## src/hw/rtl/mst_pkg.sv

```systemverilog
// ----------------------------------------------------------------------------
// mst_pkg
// shared types, codes and constants of the matrix similarity transform engine
// ----------------------------------------------------------------------------
package mst_pkg;

    localparam int MAX_N_DEF     = 8;
    localparam int FRAC_BITS_DEF = 24;

    // fixed field widths
    localparam int DATA_W     = 32;
    localparam int IDX_W      = 3;
    localparam int OP_W       = 2;
    localparam int CFG_IDX_W  = 2;
    localparam int CFG_DATA_W = 4;
    localparam int SIZE_W     = 4;
    localparam int MODE_W     = 2;

    // command queue between front and back
    localparam int QUEUE_DEPTH = 4;
    localparam int QPTR_W      = $clog2(QUEUE_DEPTH);

    // input op codes
    localparam logic [OP_W-1:0] OP_WR_D = 2'd0;
    localparam logic [OP_W-1:0] OP_WR_R = 2'd1;
    localparam logic [OP_W-1:0] OP_RUN  = 2'd2;

    // mode register codes
    localparam logic [MODE_W-1:0] MODE_PROD  = 2'd0;
    localparam logic [MODE_W-1:0] MODE_XFORM = 2'd1;
    localparam logic [MODE_W-1:0] MODE_TRACE = 2'd2;

    // config register indexes
    localparam logic [CFG_IDX_W-1:0] CFG_SIZE = 2'd0;
    localparam logic [CFG_IDX_W-1:0] CFG_MODE = 2'd1;

    typedef enum logic [1:0] {
        CMD_WR_D,
        CMD_WR_R,
        CMD_RUN
    } cmd_kind_t;

    typedef struct packed {
        cmd_kind_t                kind;
        logic [IDX_W-1:0]         row;
        logic [IDX_W-1:0]         col;
        logic signed [DATA_W-1:0] value;
    } entry_t;

    typedef struct packed {
        logic [IDX_W-1:0]  last_idx;
        logic [MODE_W-1:0] mode;
    } cfg_t;

    typedef enum logic [1:0] {
        ST_IDLE,
        ST_ISSUE,
        ST_DRAIN,
        ST_FINISH
    } state_t;

    typedef enum logic [1:0] {
        PH_PROD,
        PH_XFORM,
        PH_TRACE
    } phase_t;

endpackage

```

## src/hw/rtl/mst_queue.sv

```systemverilog
// ----------------------------------------------------------------------------
// mst_queue
// short command fifo that decouples the front from the back
// ----------------------------------------------------------------------------
module mst_queue
    import mst_pkg::*;
(
    input  logic   clk,
    input  logic   rst_n,
    input  logic   push,
    input  entry_t push_entry,
    input  logic   pop,
    output entry_t head,
    output logic   empty,
    output logic   full
);

    entry_t            slot_reg [QUEUE_DEPTH];
    logic [QPTR_W-1:0] wr_ptr_reg;
    logic [QPTR_W-1:0] wr_ptr_next;
    logic [QPTR_W-1:0] rd_ptr_reg;
    logic [QPTR_W-1:0] rd_ptr_next;
    logic [QPTR_W:0]   count_reg;
    logic [QPTR_W:0]   count_next;
    logic              do_push;
    logic              do_pop;

    assign empty   = (count_reg == '0);
    assign full    = (count_reg == (QPTR_W+1)'(QUEUE_DEPTH));
    assign do_push = push && !full;
    assign do_pop  = pop && !empty;
    assign head    = slot_reg[rd_ptr_reg];

    always_comb
    begin
        wr_ptr_next = do_push ? wr_ptr_reg + QPTR_W'(1) : wr_ptr_reg;
        rd_ptr_next = do_pop ? rd_ptr_reg + QPTR_W'(1) : rd_ptr_reg;
        count_next  = count_reg;
        if (do_push && !do_pop)
        begin
            count_next = count_reg + (QPTR_W+1)'(1);
        end
        else if (do_pop && !do_push)
        begin
            count_next = count_reg - (QPTR_W+1)'(1);
        end
    end

    always_ff @(posedge clk or negedge rst_n)
    begin
        if (!rst_n)
        begin
            wr_ptr_reg <= '0;
            rd_ptr_reg <= '0;
            count_reg  <= '0;
        end
        else
        begin
            wr_ptr_reg <= wr_ptr_next;
            rd_ptr_reg <= rd_ptr_next;
            count_reg  <= count_next;
        end
    end

    always_ff @(posedge clk)
    begin
        if (do_push)
        begin
            slot_reg[wr_ptr_reg] <= push_entry;
        end
    end

endmodule

```

## config.mk

```make
export PLATFORM = sky130hd
export DESIGN_NAME = mst_queue
export DESIGN_NICKNAME = d
export VERILOG_FILES = /design/src/hw/rtl/mst_pkg.sv /design/src/hw/rtl/mst_queue.sv
export SDC_FILE = /design/constraint.sdc
export NUM_CORES = 1
export LEC_CHECK = 0
export ABC_AREA = 1
export BUFFER_PORTS_ARGS = -buffer_cell sky130_fd_sc_hd__buf_2
export CAP_MARGIN = 5
export CORE_ASPECT_RATIO = 1.1
export CORE_MARGIN = 2
export CORE_UTILIZATION = 51
export DETAILED_ROUTE_END_ITERATION = 10
export PLACE_DENSITY = 0.74
export SYNTH_ARGS = -nofsm -noshare
export SYNTH_HDL_FRONTEND = slang
export SYNTH_SLANG_ARGS = --single-unit
export TNS_END_PERCENT = 30
```

## constraint.sdc

```tcl
create_clock -name clk -period 2.8 [get_ports clk]
set_input_delay 0.56 -clock clk [delete_from_list [all_inputs] [get_ports clk]]
set_output_delay 0.56 -clock clk [all_outputs]
set_load 0.01 [all_outputs]
```

==> summary.md <==
| Metric | Value |
|---|---|
| Final worst path period share | `0.940` |
| VDD IR max | `roughly 0.00056 V` |
| Post-Synth Adder-Cell Area | `0.0122` |
| Sequential share of the synthesized area | `0.734` |
| Initial antenna violation count | `1` |
| Chip Width | `between 100 and 150 µm` |
| Fin area | `8070 µm²` |
| Hold path cells | `1` |
| CP startpoint | `rd_ptr_reg[1]` |
| Synth top cells by count | `edfxtp_1, nand2_1, inv_1, o211ai_1, clkbuf_1` |
| Mean post-synth cell area | `about 13 µm²` |
| Initial Utilization | `0.518` |
| Slew HR | `0.530` |
| R2R Setup Slk | `0.67 ns` |
| CP arrival | `slightly above 2 ns` |
| I/O Pins | `86` |
| Largest net degree at the start of global routing | `61` |
| FF-to-FF End | `count_reg[1]` |
| Num CTS Buffers | `17` |
| Leak Pwr | `about 3.3 nW` |
| Clock Skews | `about 0.0079 ns` |
| Count leader, synth | `edfxtp_1` |
| Final setup viols | `0` |
| #FFs+latches synth | `about 170` |
| Synth Area in Compound Gates | `0.0892` |
| Ranking of synthesized cells by area | `edfxtp_1, o211ai_1, nand2_1, inv_1, dfrtp_1` |
| RSZ-0062 raised after global routing | `no` |
| Startpoint Class | `flop` |
| Largest family of logic cells by synthesized area | `compound AO/OA/AOI/OAI gates` |
| Measured slew at the worst slew-check pin | `~0.7 ns` |
| Combinational Power Share | `0.322` |
| Outcome | `finished, final reports clean` |
| Fillers | `approximately 1.0k` |
| Top_reg_cell synth | `edfxtp_1` |
| GRT overflow | `0` |
| CTS tree | `done` |
| Post-synthesis xor/xnor area fraction | `0.00129` |
| R2R Path Start | `count_reg[0]` |
| Drt pass-1 iters | `4` |
| Placed Area | `approximately 7400 µm²` |
| Max reg flops | `160` |
| Sw Ratio | `0.330` |
| Worst-Skew Late Latency | `approximately 0.43 ns` |
| Vias in the first global route | `around 4.2k` |
| Post-Synth Simple-Gate Area | `0.0846` |
| Netlist Area Pre-Place | `roughly 6800 µm²` |
| Clock sink total | `about 170` |
| CP endpoint | `head[35]` |
| Minimum clock period | `~2.6 ns` |
| Max frequency | `380 MHz` |
| IO buf count | `85` |
| CTS clk-pin slew, worst paths | `~0.060 ns` |
| DRC violations left | `0` |
| Post-synth EDFFs | `160` |
| Area leader, netlist | `edfxtp_1` |
| Via count | `approximately 4k` |
| Drt total wl | `between 10,000 and 15,000 µm` |
| Row cnt | `44` |
| Tot GR Track Use | `0.192` |
| First-pass GRT wire length | `20,500 µm` |
| Max-slew violations | `0` |
| Yosys warning count | `0` |
| DR vias/cell | `~5.2` |
| Final Hold Vio Count | `0` |
| Place WS | `approximately 0.55 ns` |
| Core footprint | `13,100 µm²` |
| Syn Inst Count | `approximately 530` |
| P_int | `approximately 6 mW` |
| R2R depth | `9` |
| Setup ws final | `0.168 ns` |
| Clock Power Share | `0.284` |
| DP Wirelength | `between 7000 and 8000 µm` |
| Fin nets | `approximately 670` |
| Hold Path Class | `input pin to flop` |
| Yosys top cell area share | `0.708` |
| Post_cts resized | `0` |
| CTS root buffer | `clkbuf_16` |
| Mux contribution to synthesized area | `0` |
| CP required | `2.24 ns` |
| Area grow syn2layout | `18.9%` |
| PwrDens | `1080 nW/µm²` |
| Die Y | `~120 µm` |
| Layout cells sized above 1 | `0.210` |
| Sequential power share | `0.394` |
| Drt initial violations | `just over 300` |
| Setup crit end kind | `primary output` |
| Max Cap Violations | `0` |
| CP Class | `flop to primary output` |
| Syn Nets | `578` |
| Cell variety after synth | `16` |
| Antenna-violating nets left | `0` |
| H-tree depth | `4` |
| Post-DR wirelength/cell | `between 15 and 20 µm` |
| Die area | `approximately 14,000 µm²` |
| Final total power | `8.73 mW` |
| RD Place Congestion | `approximately 0.78` |
| Clk buf depth | `2` |
| Worst Path Max Fanout | `22` |
| Async S/R FF share, synth | `0.0419` |
| Net switching power | `2.89 mW` |
## repair_timing
action,CTS,global route
hold buffers,1,0
endpoints found under the hold margin,7,0
setup buffers,0,0
## how the worst min path moves through the flow
stage	to	slack, ns	from
6_report	slot_reg[0][11]	0.35	push_entry[11]
5_1_grt	slot_reg[1][8]	0.34	push_entry[8]
4_1_cts	slot_reg[3][8]	0.33	push_entry[8]
3_5_place_dp	count_reg[2]	0.41	rst_n
3_3_place_gp	count_reg[2]	0.40	rst_n
2_1_floorplan	count_reg[0]	0.26	rst_n
## power by group through the flow
stage	clock (mW)	sequential (mW)	combinational [mW]
4_1_cts	2.52	3.44	2.88
2_1_floorplan	0	3.47	1.89
5_1_grt	2.62	3.48	3.19
6_report	2.48	3.44	2.81
3_3_place_gp	0	3.46	2.78
3_5_place_dp	0	3.49	2.85
## per-layer routing
metal / global-route usage / vias to the layer above / share of wire
li1: - / 2020 / -
met1: 0.220 / 1991 / 0.41
met2: 0.334 / 95 / 0.53
met3: 0.0543 / 4 / 0.052
met4: 0.0868 / 0 / 0.0065
met5: 0 / - / 0
## cell type report
cell class / count / area [µm²] / area share
diodes: 1 / 2.50 / 0.000310
clock buffers: 18 / 429 / 0.0532
clock inverters: 13 / 204 / 0.0253
inverters: 97 / 367 / 0.0454
multi-input cells: 238 / 1300 / 0.161
flip-flops and latches: 167 / 4980 / 0.617
well taps: 161 / 201 / 0.0250
repair buffers: 96 / 586 / 0.0725
## cell usage in the layout, fill, tap and decap left out
| cell | count |
|---|---|
| edfxtp_1 | 160 |
| nand2_1 | 138 |
| inv_1 | 93 |
| buf_2 | 85 |
| o211ai_1 | 80 |
| clkbuf_16 | 17 |
| nand3_1 | 7 |
| dfrtp_1 | 6 |
| buf_12 | 6 |
| ha_1 | 5 |
| bufinv_16 | 5 |
| nor2_4 | 4 |
| buf_4 | 4 |
| clkinvlp_4 | 3 |
| clkinv_1 | 2 |
| inv_2 | 2 |
| clkinv_2 | 2 |
| diode_2 | 1 |
| inv_4 | 1 |
| o21ai_0 | 1 |
| xnor2_1 | 1 |
| nand4_1 | 1 |
| fa_1 | 1 |
| inv_6 | 1 |
| clkbuf_1 | 1 |
| clkinv_4 | 1 |
| dlygate4sd3_1 | 1 |
| dfrtp_2 | 1 |
## per-stage QoR
step	std cells	hold slack (ns)	utilization	setup TNS [ns]
5_1_grt	790	0.340	0.616	0
3_3_place_gp	758	0.401	0.567	0
3_5_place_dp	758	0.408	0.567	0
2_1_floorplan	528	0.264	-	-6.50
6_report	791	0.346	0.616	0
4_1_cts	790	0.332	0.616	0
## logic make-up after synthesis
logic type | after synthesis
AO/OA/AOI/OAI | 81
XOR/XNOR | 1
adder cells (fa/ha/maj) | 6
buffers and inverters | 123
flip-flops | 167
AND/OR/NAND/NOR | 150
## worst max-delay path, stage by stage, from the launching register on
cell and delay (ns):
dfrtp_2 0.36, clkinv_1 0.55, buf_12 0.41, o211ai_1 0.10
nand2_1 0.08, buf_2 0.14
Power figures use the tool's default switching activity.
